`src/rtl/tte_pkg.sv`:
```
package tte_pkg;

   localparam int HISTORY_DEPTH = 10;
   localparam int HIST_IDX_W    = $clog2(HISTORY_DEPTH);
   localparam int SUM_W         = 16 + $clog2(HISTORY_DEPTH);
   localparam int DIV_W         = 32;
   localparam int DIV_CNT_W     = $clog2(DIV_W + 1);
   localparam int CSR_INDEX_W   = 2;
   localparam int CSR_DATA_W    = 8;

   // floor(sum / HISTORY_DEPTH) as (sum * AVG_RECIP) >> AVG_SHIFT, exact over the sum range
   localparam int AVG_SHIFT  = 27;
   localparam int AVG_PROD_W = SUM_W + AVG_SHIFT;
   localparam logic [AVG_SHIFT-1:0] AVG_RECIP =
      AVG_SHIFT'((2 ** AVG_SHIFT + HISTORY_DEPTH - 1) / HISTORY_DEPTH);

   localparam logic [15:0] MS_PER_MINUTE = 16'd60000;
   localparam logic [15:0] SAT16         = 16'hFFFF;
   localparam logic [2:0]  CONF_MAX      = 3'd4;

   localparam logic [HIST_IDX_W-1:0] HIST_IDX_FIRST = HIST_IDX_W'(1 % HISTORY_DEPTH);
   localparam logic [HIST_IDX_W-1:0] HIST_IDX_LAST  = HIST_IDX_W'(HISTORY_DEPTH - 1);

   localparam logic [CSR_INDEX_W-1:0] CSR_DISPLAY_MODE = CSR_INDEX_W'(0);
   localparam logic [CSR_INDEX_W-1:0] CSR_TONE_ENABLE  = CSR_INDEX_W'(1);

   typedef enum logic [1:0] {
      CMD_TAP        = 2'd0,
      CMD_RESET      = 2'd1,
      CMD_LAMP_RESET = 2'd2,
      CMD_TICK       = 2'd3
   } cmd_type;

   typedef enum logic [1:0] {
      DIV_TEMPO    = 2'd0,
      DIV_INTERVAL = 2'd1
   } div_sel_type;

   typedef struct packed {
      logic        load_req;
      logic        first_tap;
      logic        beat_step;
      logic        mul_load;
      logic        div_start;
      div_sel_type div_sel;
      logic        tempo_cap;
      logic        hist_update;
      logic        sum_step;
      logic        avg_cap;
      logic        conf_cap;
      logic        interval_cap;
      logic        state_clear;
      logic        lamp_clear;
      logic        tick;
      logic        out_load;
   } dp_ctrl_type;

   typedef struct packed {
      cmd_type cmd;
      logic    running;
      logic    first_beat;
      logic    div_done;
      logic    sum_last;
   } dp_status_type;

   // 4 at zero distance, one less per step, 0 beyond three
   function automatic logic [2:0] conf_of(input logic [15:0] delta);
      logic [2:0] level;
      if (delta <= 16'd3) begin
         level = CONF_MAX - delta[2:0];
      end else begin
         level = 3'd0;
      end
      return level;
   endfunction

endpackage

```
`src/rtl/tte_div.sv`:
```
module tte_div (
   input  logic                      clock,
   input  logic                      reset,
   input  logic                      start,
   input  logic [tte_pkg::DIV_W-1:0] dividend,
   input  logic [tte_pkg::DIV_W-1:0] divisor,
   output logic                      done,
   output logic [tte_pkg::DIV_W-1:0] quotient
);
   import tte_pkg::*;

   logic [DIV_CNT_W-1:0] cnt_ff, cnt_in;
   logic                 done_ff, done_in;
   logic [DIV_W-1:0]     rem_ff, rem_in;
   logic [DIV_W-1:0]     dvd_ff, dvd_in;
   logic [DIV_W-1:0]     dvs_ff, dvs_in;
   logic [DIV_W:0]       trial;
   logic                 fits;

   // restoring division, one quotient bit per cycle; quotient shifts into dvd
   always_comb begin
      trial  = {rem_ff, dvd_ff[DIV_W-1]};
      fits   = trial >= {1'b0, dvs_ff};
      cnt_in = cnt_ff;
      rem_in = rem_ff;
      dvd_in = dvd_ff;
      dvs_in = dvs_ff;
      done_in = 1'b0;
      if (start) begin
         cnt_in = DIV_CNT_W'(DIV_W);
         rem_in = '0;
         dvd_in = dividend;
         dvs_in = divisor;
      end else if (cnt_ff != '0) begin
         cnt_in  = cnt_ff - 1'b1;
         done_in = cnt_ff == DIV_CNT_W'(1);
         if (fits) begin
            rem_in = DIV_W'(trial - {1'b0, dvs_ff});
         end else begin
            rem_in = trial[DIV_W-1:0];
         end
         dvd_in = {dvd_ff[DIV_W-2:0], fits};
      end
   end

   always_ff @(posedge clock) begin
      if (reset) begin
         cnt_ff  <= '0;
         done_ff <= 1'b0;
      end else begin
         cnt_ff  <= cnt_in;
         done_ff <= done_in;
      end
   end

   always_ff @(posedge clock) begin
      rem_ff <= rem_in;
      dvd_ff <= dvd_in;
      dvs_ff <= dvs_in;
   end

   assign done     = done_ff;
   assign quotient = dvd_ff;

endmodule

```
`src/rtl/tte_dp.sv`:
```
module tte_dp (
   input  logic                            clock,
   input  logic                            reset,
   input  tte_pkg::dp_ctrl_type            ctrl,
   output tte_pkg::dp_status_type          status,
   input  logic [1:0]                      req_cmd,
   input  logic [31:0]                     req_time_ms,
   input  logic                            csr_we,
   input  logic [tte_pkg::CSR_INDEX_W-1:0] csr_index,
   input  logic [tte_pkg::CSR_DATA_W-1:0]  csr_wdata,
   output logic [15:0]                     rsp_tempo_bpm,
   output logic [15:0]                     rsp_beat_total,
   output logic [2:0]                      rsp_confidence,
   output logic [15:0]                     rsp_interval_ms,
   output logic [2:0]                      rsp_lamp,
   output logic                            rsp_buzz,
   output logic                            rsp_running
);
   import tte_pkg::*;

   // configuration
   logic [1:0] display_mode_ff, display_mode_in;
   logic       tone_enable_ff, tone_enable_in;

   // tracking state
   logic                  running_ff, running_in;
   logic [31:0]           start_ff, start_in;
   logic [15:0]           beat_ff, beat_in;
   logic [15:0]           hist_ff [HISTORY_DEPTH];
   logic [15:0]           hist_in [HISTORY_DEPTH];
   logic [HIST_IDX_W-1:0] hidx_ff, hidx_in;
   logic [1:0]            lamp_pos_ff, lamp_pos_in;
   logic [15:0]           tempo_ff, tempo_in;
   logic [2:0]            conf_ff, conf_in;
   logic [15:0]           interval_ff, interval_in;
   logic [2:0]            lamp_ff, lamp_in;
   logic                  buzz_ff, buzz_in;

   // working registers
   cmd_type               cmd_ff, cmd_in;
   logic [31:0]           time_ff, time_in;
   logic [31:0]           elapsed_ff, elapsed_in;
   logic [31:0]           prod_ff, prod_in;
   logic [SUM_W-1:0]      sum_ff, sum_in;
   logic [HIST_IDX_W-1:0] sidx_ff, sidx_in;
   logic [15:0]           avg_ff, avg_in;

   // divider
   logic             div_done;
   logic [DIV_W-1:0] div_q;
   logic [DIV_W-1:0] div_dividend;
   logic [DIV_W-1:0] div_divisor;

   // tick, average and confidence helpers
   logic [2:0]            lamp_n;
   logic [2:0]            lamp_p;
   logic [2:0]            lamp_next;
   logic [AVG_PROD_W-1:0] avg_prod;
   logic [15:0]           delta;

   always_comb begin
      case (ctrl.div_sel)
         DIV_TEMPO: begin
            div_dividend = prod_ff;
            div_divisor  = elapsed_ff;
         end
         DIV_INTERVAL: begin
            div_dividend = DIV_W'(MS_PER_MINUTE);
            div_divisor  = DIV_W'(tempo_ff);
         end
         default: begin
            div_dividend = '0;
            div_divisor  = '0;
         end
      endcase
   end

   tte_div u_div (
      .clock    (clock),
      .reset    (reset),
      .start    (ctrl.div_start),
      .dividend (div_dividend),
      .divisor  (div_divisor),
      .done     (div_done),
      .quotient (div_q)
   );

   always_comb begin
      lamp_n    = {1'b0, display_mode_ff} + 3'd1;
      lamp_p    = ({1'b0, lamp_pos_ff} >= lamp_n) ? 3'd0 : {1'b0, lamp_pos_ff};
      lamp_next = lamp_p + 3'd1;
      avg_prod  = AVG_PROD_W'(sum_ff) * AVG_PROD_W'(AVG_RECIP);
      delta     = (avg_ff > tempo_ff) ? avg_ff - tempo_ff : tempo_ff - avg_ff;
   end

   always_comb begin
      display_mode_in = display_mode_ff;
      tone_enable_in  = tone_enable_ff;
      running_in      = running_ff;
      start_in        = start_ff;
      beat_in         = beat_ff;
      hist_in         = hist_ff;
      hidx_in         = hidx_ff;
      lamp_pos_in     = lamp_pos_ff;
      tempo_in        = tempo_ff;
      conf_in         = conf_ff;
      interval_in     = interval_ff;
      lamp_in         = lamp_ff;
      buzz_in         = buzz_ff;
      cmd_in          = cmd_ff;
      time_in         = time_ff;
      elapsed_in      = elapsed_ff;
      prod_in         = prod_ff;
      sum_in          = sum_ff;
      sidx_in         = sidx_ff;
      avg_in          = avg_ff;

      if (csr_we) begin
         case (csr_index)
            CSR_DISPLAY_MODE: display_mode_in = csr_wdata[1:0];
            CSR_TONE_ENABLE:  tone_enable_in  = csr_wdata[0];
            default: ;
         endcase
      end

      if (ctrl.load_req) begin
         cmd_in  = cmd_type'(req_cmd);
         time_in = req_time_ms;
         lamp_in = 3'd0;
         buzz_in = 1'b0;
      end

      if (ctrl.first_tap) begin
         running_in = 1'b1;
         start_in   = time_ff;
      end

      if (ctrl.beat_step) begin
         if (beat_ff != SAT16) begin
            beat_in = beat_ff + 16'd1;
         end
         elapsed_in = time_ff - start_ff;
      end

      if (ctrl.mul_load) begin
         prod_in = 32'(beat_ff) * 32'(MS_PER_MINUTE);
      end

      if (ctrl.tempo_cap) begin
         if (elapsed_ff == '0 || div_q[DIV_W-1:16] != '0) begin
            tempo_in = SAT16;
         end else begin
            tempo_in = div_q[15:0];
         end
      end

      if (ctrl.hist_update) begin
         if (beat_ff == 16'd1) begin
            for (int i = 0; i < HISTORY_DEPTH; i++) begin
               hist_in[i] = tempo_ff;
            end
            hidx_in = HIST_IDX_FIRST;
            conf_in = CONF_MAX;
         end else begin
            hist_in[hidx_ff] = tempo_ff;
         end
         sum_in  = '0;
         sidx_in = '0;
      end

      if (ctrl.sum_step) begin
         sum_in  = sum_ff + SUM_W'(hist_ff[sidx_ff]);
         sidx_in = sidx_ff + 1'b1;
      end

      if (ctrl.avg_cap) begin
         avg_in = 16'(avg_prod >> AVG_SHIFT);
      end

      if (ctrl.conf_cap) begin
         conf_in = conf_of(delta);
         hidx_in = (hidx_ff == HIST_IDX_LAST) ? '0 : hidx_ff + 1'b1;
      end

      if (ctrl.interval_cap) begin
         interval_in = (tempo_ff == '0) ? 16'd0 : div_q[15:0];
      end

      if (ctrl.state_clear) begin
         running_in  = 1'b0;
         start_in    = '0;
         beat_in     = '0;
         for (int i = 0; i < HISTORY_DEPTH; i++) begin
            hist_in[i] = '0;
         end
         hidx_in     = '0;
         lamp_pos_in = '0;
         tempo_in    = '0;
         conf_in     = '0;
         interval_in = '0;
      end

      if (ctrl.lamp_clear) begin
         lamp_pos_in = '0;
      end

      if (ctrl.tick) begin
         buzz_in = tone_enable_ff;
         if (display_mode_ff != 2'd0) begin
            lamp_in     = lamp_next;
            lamp_pos_in = (lamp_next == lamp_n) ? 2'd0 : lamp_next[1:0];
         end
      end
   end

   always_ff @(posedge clock) begin
      if (reset) begin
         display_mode_ff <= '0;
         tone_enable_ff  <= 1'b0;
         running_ff      <= 1'b0;
         start_ff        <= '0;
         beat_ff         <= '0;
         for (int i = 0; i < HISTORY_DEPTH; i++) begin
            hist_ff[i] <= '0;
         end
         hidx_ff         <= '0;
         lamp_pos_ff     <= '0;
         tempo_ff        <= '0;
         conf_ff         <= '0;
         interval_ff     <= '0;
         lamp_ff         <= '0;
         buzz_ff         <= 1'b0;
      end else begin
         display_mode_ff <= display_mode_in;
         tone_enable_ff  <= tone_enable_in;
         running_ff      <= running_in;
         start_ff        <= start_in;
         beat_ff         <= beat_in;
         hist_ff         <= hist_in;
         hidx_ff         <= hidx_in;
         lamp_pos_ff     <= lamp_pos_in;
         tempo_ff        <= tempo_in;
         conf_ff         <= conf_in;
         interval_ff     <= interval_in;
         lamp_ff         <= lamp_in;
         buzz_ff         <= buzz_in;
      end
   end

   always_ff @(posedge clock) begin
      cmd_ff     <= cmd_in;
      time_ff    <= time_in;
      elapsed_ff <= elapsed_in;
      prod_ff    <= prod_in;
      sum_ff     <= sum_in;
      sidx_ff    <= sidx_in;
      avg_ff     <= avg_in;
   end

   // response register
   always_ff @(posedge clock) begin
      if (ctrl.out_load) begin
         rsp_tempo_bpm   <= tempo_ff;
         rsp_beat_total  <= beat_ff;
         rsp_confidence  <= conf_ff;
         rsp_interval_ms <= interval_ff;
         rsp_lamp        <= lamp_ff;
         rsp_buzz        <= buzz_ff;
         rsp_running     <= running_ff;
      end
   end

   assign status.cmd        = cmd_ff;
   assign status.running    = running_ff;
   assign status.first_beat = beat_ff == 16'd1;
   assign status.div_done   = div_done;
   assign status.sum_last   = sidx_ff == HIST_IDX_LAST;

endmodule

```
`src/rtl/tte_ctrl.sv`:
```
module tte_ctrl (
   input  logic                   clock,
   input  logic                   reset,
   input  logic                   req_valid,
   output logic                   req_ready,
   output logic                   rsp_valid,
   input  logic                   rsp_ready,
   output tte_pkg::dp_ctrl_type   ctrl,
   input  tte_pkg::dp_status_type status
);
   import tte_pkg::*;

   typedef enum logic [3:0] {
      S_IDLE,
      S_DISPATCH,
      S_TAP_MUL,
      S_TEMPO_DIV,
      S_TEMPO_WAIT,
      S_HIST_UPD,
      S_HIST_SUM,
      S_AVG_MUL,
      S_AVG_CONF,
      S_IVL_DIV,
      S_IVL_WAIT,
      S_RESULT
   } state_type;

   state_type state_ff, state_in;
   logic      rsp_valid_ff, rsp_valid_in;
   logic      out_free;

   always_comb begin
      state_in     = state_ff;
      rsp_valid_in = rsp_valid_ff;
      ctrl         = '0;
      ctrl.div_sel = DIV_TEMPO;
      out_free     = !rsp_valid_ff || rsp_ready;

      if (rsp_valid_ff && rsp_ready) begin
         rsp_valid_in = 1'b0;
      end

      case (state_ff)
         S_IDLE: begin
            if (req_valid) begin
               ctrl.load_req = 1'b1;
               state_in      = S_DISPATCH;
            end
         end
         S_DISPATCH: begin
            state_in = S_RESULT;
            case (status.cmd)
               CMD_TAP: begin
                  if (status.running) begin
                     ctrl.beat_step = 1'b1;
                     state_in       = S_TAP_MUL;
                  end else begin
                     ctrl.first_tap = 1'b1;
                  end
               end
               CMD_RESET:      ctrl.state_clear = 1'b1;
               CMD_LAMP_RESET: ctrl.lamp_clear  = 1'b1;
               CMD_TICK:       ctrl.tick        = 1'b1;
               default: ;
            endcase
         end
         S_TAP_MUL: begin
            ctrl.mul_load = 1'b1;
            state_in      = S_TEMPO_DIV;
         end
         S_TEMPO_DIV: begin
            ctrl.div_start = 1'b1;
            ctrl.div_sel   = DIV_TEMPO;
            state_in       = S_TEMPO_WAIT;
         end
         S_TEMPO_WAIT: begin
            if (status.div_done) begin
               ctrl.tempo_cap = 1'b1;
               state_in       = S_HIST_UPD;
            end
         end
         S_HIST_UPD: begin
            ctrl.hist_update = 1'b1;
            // first beat fills the ring and skips the average
            state_in = status.first_beat ? S_IVL_DIV : S_HIST_SUM;
         end
         S_HIST_SUM: begin
            ctrl.sum_step = 1'b1;
            if (status.sum_last) begin
               state_in = S_AVG_MUL;
            end
         end
         S_AVG_MUL: begin
            ctrl.avg_cap = 1'b1;
            state_in     = S_AVG_CONF;
         end
         S_AVG_CONF: begin
            ctrl.conf_cap = 1'b1;
            state_in      = S_IVL_DIV;
         end
         S_IVL_DIV: begin
            ctrl.div_start = 1'b1;
            ctrl.div_sel   = DIV_INTERVAL;
            state_in       = S_IVL_WAIT;
         end
         S_IVL_WAIT: begin
            if (status.div_done) begin
               ctrl.interval_cap = 1'b1;
               state_in          = S_RESULT;
            end
         end
         S_RESULT: begin
            if (out_free) begin
               ctrl.out_load = 1'b1;
               rsp_valid_in  = 1'b1;
               state_in      = S_IDLE;
            end
         end
         default: state_in = S_IDLE;
      endcase
   end

   always_ff @(posedge clock) begin
      if (reset) begin
         state_ff     <= S_IDLE;
         rsp_valid_ff <= 1'b0;
      end else begin
         state_ff     <= state_in;
         rsp_valid_ff <= rsp_valid_in;
      end
   end

   assign req_ready = state_ff == S_IDLE;
   assign rsp_valid = rsp_valid_ff;

endmodule

```
`src/rtl/tap_tempo_estimator.sv`:
```
// Sequence: a tap after the first runs dispatch, the product load, two serial divisions
// (tempo, interval), the history update, a HISTORY_DEPTH-entry history sum, the average and
// confidence captures and the result step; the first beat skips the average, and other requests
// go from dispatch to the result. Throughput: one request in flight; the next is taken the
// cycle after the response enters the output register, which waits until the last one is taken.
// Reset (synchronous): clears all tracking state, history and both control registers.
module tap_tempo_estimator (
   input  logic                            clock,
   input  logic                            reset,
   input  logic                            req_valid,
   output logic                            req_ready,
   input  logic [1:0]                      req_cmd,
   input  logic [31:0]                     req_time_ms,
   output logic                            rsp_valid,
   input  logic                            rsp_ready,
   output logic [15:0]                     rsp_tempo_bpm,
   output logic [15:0]                     rsp_beat_total,
   output logic [2:0]                      rsp_confidence,
   output logic [15:0]                     rsp_interval_ms,
   output logic [2:0]                      rsp_lamp,
   output logic                            rsp_buzz,
   output logic                            rsp_running,
   input  logic                            csr_valid,
   output logic                            csr_ready,
   input  logic [tte_pkg::CSR_INDEX_W-1:0] csr_index,
   input  logic [tte_pkg::CSR_DATA_W-1:0]  csr_wdata
);
   import tte_pkg::*;

   dp_ctrl_type   ctrl;
   dp_status_type status;

   assign csr_ready = 1'b1;

   tte_ctrl u_ctrl (
      .clock     (clock),
      .reset     (reset),
      .req_valid (req_valid),
      .req_ready (req_ready),
      .rsp_valid (rsp_valid),
      .rsp_ready (rsp_ready),
      .ctrl      (ctrl),
      .status    (status)
   );

   tte_dp u_dp (
      .clock           (clock),
      .reset           (reset),
      .ctrl            (ctrl),
      .status          (status),
      .req_cmd         (req_cmd),
      .req_time_ms     (req_time_ms),
      .csr_we          (csr_valid),
      .csr_index       (csr_index),
      .csr_wdata       (csr_wdata),
      .rsp_tempo_bpm   (rsp_tempo_bpm),
      .rsp_beat_total  (rsp_beat_total),
      .rsp_confidence  (rsp_confidence),
      .rsp_interval_ms (rsp_interval_ms),
      .rsp_lamp        (rsp_lamp),
      .rsp_buzz        (rsp_buzz),
      .rsp_running     (rsp_running)
   );

endmodule
```
`config.mk`:
```
export PLATFORM = sky130hd
export DESIGN_NAME = tap_tempo_estimator
export DESIGN_NICKNAME = d
export VERILOG_FILES = /design/src/rtl/tte_pkg.sv /design/src/rtl/tte_div.sv /design/src/rtl/tte_dp.sv /design/src/rtl/tte_ctrl.sv /design/src/rtl/tap_tempo_estimator.sv
export SDC_FILE = /design/constraint.sdc
export NUM_CORES = 2
export LEC_CHECK = 0
export BUFFER_PORTS_ARGS = -buffer_cell sky130_fd_sc_hd__buf_2
export CAP_MARGIN = 5
export CORE_MARGIN = 2
export CORE_UTILIZATION = 60
export CTS_BUF_LIST = sky130_fd_sc_hd__clkbuf_8
export DETAILED_ROUTE_END_ITERATION = 10
export GPL_TIMING_DRIVEN = 0
export PLACE_DENSITY_LB_ADDON = 0.12
export SLEW_MARGIN = 10
export SYNTH_ARGS = -nofsm -noshare
export SYNTH_HDL_FRONTEND = slang
export SYNTH_SLANG_ARGS = --single-unit
```
`constraint.sdc`:
```
create_clock -name clock -period 8.7 [get_ports clock]
set_clock_uncertainty 0.15 [all_clocks]
set_input_delay 1.74 -clock clock [delete_from_list [all_inputs] [get_ports clock]]
set_output_delay 1.74 -clock clock [all_outputs]
set_load 0.01 [all_outputs]
```
# Yosys cells after proc, flatten, opt, wreduce, memory -nomap -nowiden
# Cells that the tools add are included.
word_totals:
  register_bits: 554
  input_bits: 49
  output_inout_bits: 59
  wordCells: 195
classes:
  add_sub_neg: 12
  multipliers: 2
  magnitude_cmp: 7
  eq_ne: 27
  mux: 73
  bitwise: 3
  n_reduce_logical: 27
op_table:
  columns: ["cell", "n"]
  rows:
  - ["$bwmux 160", 1]
  - ["$mux 160", 1]
  - ["$pmux 32 s2", 2]
  - ["$mux 16", 6]
  - ["$mux 32", 3]
  - ["$bmux 16 s4", 1]
  - ["$demux 16 s4", 1]
  - ["$sub 32x32->32", 2]
  - ["$mux 4", 14]
  - ["$pmux 4 s12", 1]
  - ["$mul 20x24->43 const B", 1]
  - ["$mux 20", 2]
  - ["$ge 33x32->1", 1]
  - ["$logic_not 32->1", 1]
  - ["$sub 16x16->16", 2]
  - ["$mul 16x11->27 const B", 1]
  - ["$eq 4x4->1 const B", 6]
  - ["$mux 3", 8]
  - ["$mux 1", 22]
  - ["$add 20x16->20", 1]
  - ["$add 16x1->16 const B", 1]
  - ["$eq 16x1->1 const B", 1]
  - ["$eq 4x3->1 const B", 4]
  - ["$gt 16x16->1", 1]
  - ["other kinds (36)", 67]

# Logic depth before layout (Yosys ltp)
depth:
  word_depth: 8
  mapped_depth: 27
  ltp_nobuf: 27

# By module
# From an unflattened synthesis, not the netlist that was laid out.
unflattened:
  hier_cells: 3719
  area_unflattened_um2: 36517.5
modules_own_cells:
  columns: ["mod", "instances", "cells_per_inst", "area_each_um2", "seq_area_each_um2"]
  rows:
  - ["tte_dp", 1, 3041, 30018.8, 10820.4]
  - ["tte_div", 1, 599, 5929.4, 2702.6]
  - ["tte_ctrl", 1, 77, 558.0, 100.1]
  - ["tap_tempo_estimator", 1, 2, 11.3, 0.0]

# Worst setup path after synthesis
# OpenSTA, ideal clock, no wires.
synth_path:
  path_kind: "input -> register"
  startpoint: "in rsp_ready"
  endpoint: "reg u_dp.rsp_beat_total[0], enable pin"
  setup_time_ps: 539
  arrival_time_ps: 5613
  required_time_ps: 8011
  path_slack_ps: 2398
  stages: 2
  path_buffers: 0
  cell_sequence: "nor2b_1 nor3_1"
synth_lines:
  columns: ["element", "line_no", "rtl"]
  rows:
  - ["from (decl)", "tap_tempo_estimator.sv:15", "input logic rsp_ready,"]
  - ["to (signal assigned)", "tte_dp.sv:264", "rsp_beat_total <= beat_ff;"]
  - ["to (decl)", "tte_dp.sv:12", "output logic [15:0] rsp_beat_total,"]

# Worst setup path in the final report
layout_path:
  startpoint: "reg u_dp.sum_ff[12]"
  endpoint: "reg u_dp.avg_ff[15] (data pin)"
layout_via:
  elab_chain_cells: 1
layout_rtl:
  columns: ["element", "line_no", "rtl"]
  rows:
  - ["from (decl)", "tte_dp.sv:44", "logic [SUM_W-1:0] sum_ff, sum_in;"]
  - ["from (signal assigned)", "tte_dp.sv:255", "sum_ff <= sum_in;"]
  - ["$mul 20x24->43", "tte_dp.sv:92", "avg_prod = AVG_PROD_W'(sum_ff) * AVG_PROD_W'(AVG_RECIP);"]
  - ["named net u_dp.avg_prod[42]", "tte_dp.sv:58", "logic [AVG_PROD_W-1:0] avg_prod;"]
  - ["to (signal assigned)", "tte_dp.sv:257", "avg_ff <= avg_in;"]
  - ["to (decl)", "tte_dp.sv:46", "logic [15:0] avg_ff, avg_in;"]
# The timed path passes the listed nets, and every way through them passes these cells.
# A chain may end at the register's enable or synchronous reset.

==> out/results.ini <==
[outcome]
outcome=completed

[setup_path]
path_class=flip-flop to flip-flop
max_stage_delay_ps=560
critPathMaxFanout=6
worstPathArrival_ps=7410
crit_chain=inv_1, ha_1, inv_1, ha_1, xnor2_1, fa_1, fa_1, inv_1, fa_1, fa_1, inv_1, fa_1, inv_1, ha_1, and3_1, and4_1, nand3_1, or3_1, nand4_1, nand4_1, a21oi_1, a41o_1, a21oi_1, xnor2_1
end_kind=flip-flop
path_delay_family=adder cells
critPathLaunchType=flip-flop
worstPathRequired_ps=8980
crit_buf_inv=5
crit_path_top_delay_cell=fa_1

[clocking]
insertion_delay_ps=710
htreeDepth=3
cts_root_buf=clkbuf_8
cts_tree=done
cts_resized=0
cts_sinks=554
clk_pin_slew_ps=60
numCtsBuffers=92
cts_setup_buffers=0
clockBufferDepth=3
hold_buffers=0

[drt]
drt_iter0_drc=2096
drt.antenna.violating_nets=0
drt-total-wl_mm=91.18
viasPerCell=5.817
vias=27710
drtPass1Iterations=5
wl_per_cell_um=19.14
drc=0

[sta]
worst_slew_pin_slew_ps=1037
hold_slack_ps=295.0
period_needed_ps=7131
setup_viol=0
maxSlewViolCount=0
maxSlewHeadroom=0.3089
rsz0062_at_grt=no
fin_setup_tns_ps=0
fmax_ghz=0.1402
finalCritPeriodShare=0.8197
hold_viol_final=0
timing.final.ws_setup_ps=1569

[layout]
area_delta_synth_final_pct=9.973
finalNonFillerCells=4763
fillerInstances=4854
nets=4515
drive_gt1_frac=0.09428

[global_routing]
grt_overflow_total=0
antenna_found_initial=3
grt_pass1_wl_mm=146.5
grt_max_degree=36
grt_usage=0.2979
grt_pass1_vias=27400

[place]
place_congestion=0.9403
dpl.cell_count=4587
hpwl_mm=69.53
port_buffers=100
pre_cts_ws_ps=1556

[synth]
synth_top_area_share=0.2108
yosysWarnings=0
ys_ff_latch=554
yosys-top-cells-area=edfxtp_1 21%, dfxtp_1 17%, ha_1 13%
synthFlopType=dfxtp_1
synth.net_count=4309
synth_edf_count=253
synth.avg_cell_area_um2=9.736
synthArstFlopShare=0
ys_seq_area_frac=0.3780
synth.largest_area_cell=edfxtp_1
netlist_instances=3702
syn_area_mm2=0.03604
synthDistinctLibCells=79

[pwr]
power_density_mw_per_mm2=360.9
leakage_nw=17.16
ir_drop_mv=0.5602
power_mw=14.31

[floorplan]
initial_utilization=0.6084
fp.dieW_um=249.1
die_area_mm2=0.06205
core_area_mm2=0.05924
die-height_um=249.1
io_pins=108
rows=89

[run]
cap_violations=0

[hold_path]
hp-class=flip-flop to flip-flop

==> synthesized netlist by cell type, drive strengths merged (35+ instances only) <==
library cell,n
a21oi,357
clkbuf,139
mux2,35
nor2,511
xor2,52
nand2,239
nor3,44
xnor2,101
edfxtp,253
fa,175
inv,371
nor2b,44
nand3,58
dfxtp,301
o21ai,110
a21o,43
ha,383
==> final timing paths <==
| path | start | to | slack [ps] | depth (start not counted) |
|---|---|---|---|---|
| min reg2reg | u_dp.lamp_ff[2] | u_dp.rsp_lamp[2] | 290 | 0 |
| max | u_dp.sum_ff[12] | u_dp.avg_ff[15] | 1570 | 24 |
| min | u_dp.lamp_ff[2] | u_dp.rsp_lamp[2] | 290 | 0 |
| max reg2reg | u_dp.sum_ff[12] | u_dp.avg_ff[15] | 1570 | 24 |
==> cells in the final DEF (no fill, tap or decap), types with 112 or more instances in the layout <==
| master | Yosys | layout |
|---|---|---|
| a21oi_1 | 357 | 357 |
| clkbuf_1 | 139 | 139 |
| clkbuf_8 | 0 | 112 |
| dfxtp_1 | 301 | 301 |
| edfxtp_1 | 253 | 253 |
| fa_1 | 175 | 175 |
| ha_1 | 383 | 383 |
| inv_1 | 371 | 398 |
| nand2_1 | 238 | 238 |
| nor2_1 | 511 | 509 |
==> sequential cells by signal (all words and copies together) (netlist names), 20 cells and up <==
register             count
u_dp.elapsed_ff         32
u_dp.time_ff            32
u_dp.u_div.quotient     32
u_dp.prod_ff            27
u_dp.hist_ff           160
u_dp.start_ff           32
u_dp.u_div.dvs_ff       32
u_dp.sum_ff             20
u_dp.u_div.rem_ff       32
==> logic make-up (layout without fill, tap and decap cells) <==
| group | after synthesis | count (layout) | share of synthesized area |
|---|---|---|---|
| AND/OR/NAND/NOR | 1058 | 1058 | 0.1299 |
| adder cells (fa/ha/maj) | 558 | 558 | 0.2302 |
| multiplexers | 89 | 89 | 0.03669 |
| flip-flops | 554 | 554 | 0.3780 |
| other | 1 | 3 | 0.0001040 |
| AO/OA/AOI/OAI | 757 | 757 | 0.1314 |
| buffers and inverters | 532 | 818 | 0.05665 |
| XOR/XNOR | 153 | 153 | 0.03718 |
==> worst reg2reg max path, stage by stage, from the launching register on <==
cell	delay, ps
edfxtp_1	520
inv_1	80
ha_1	340
inv_1	60
ha_1	310
xnor2_1	310
fa_1	530
fa_1	560
inv_1	80
fa_1	520
fa_1	520
inv_1	50
fa_1	490
inv_1	40
ha_1	300
and3_1	170
and4_1	240
nand3_1	80
or3_1	380
nand4_1	220
nand4_1	170
a21oi_1	290
a41o_1	260
a21oi_1	90
xnor2_1	130
==> power by group <==
part           internal [mW]  total [mW]  switching, mW
Combinational           3.46        8.35           4.89
Sequential              3.36        3.57          0.212
Clock                   1.27        2.39           1.11
==> cell type report <==
class	count	area (um^2)	area share
clock inverter	62	394.1	0.009943
multi-input combinational	2616	20420	0.5152
timing repair buffer	112	643.1	0.01622
buffer	160	646.9	0.01632
clock buffer	112	1541	0.03889
tap	773	967.2	0.02440
sequential	554	13620	0.3437
inverter	372	1396	0.03523
antenna	2	5.005	0.0001263
==> metal layers <==
metal,track usage,vias up,part of all wire
met5,0,-,0
met4,0.1212,0,0.039
met3,0.04629,201,0.070
met2,0.4829,946,0.46
met1,0.4020,13280,0.43
li1,-,13280,-
==> through the flow <==
step	instance area (um^2)	util
6_report	39640	0.6691
5_1_grt	39640	0.6691
4_1_cts	39630	0.6690
3_5_place_dp	37700	0.6363
3_3_place_gp	37510	0.6332
2_1_floorplan	36040	-
(Power assumes the default switching activity.)
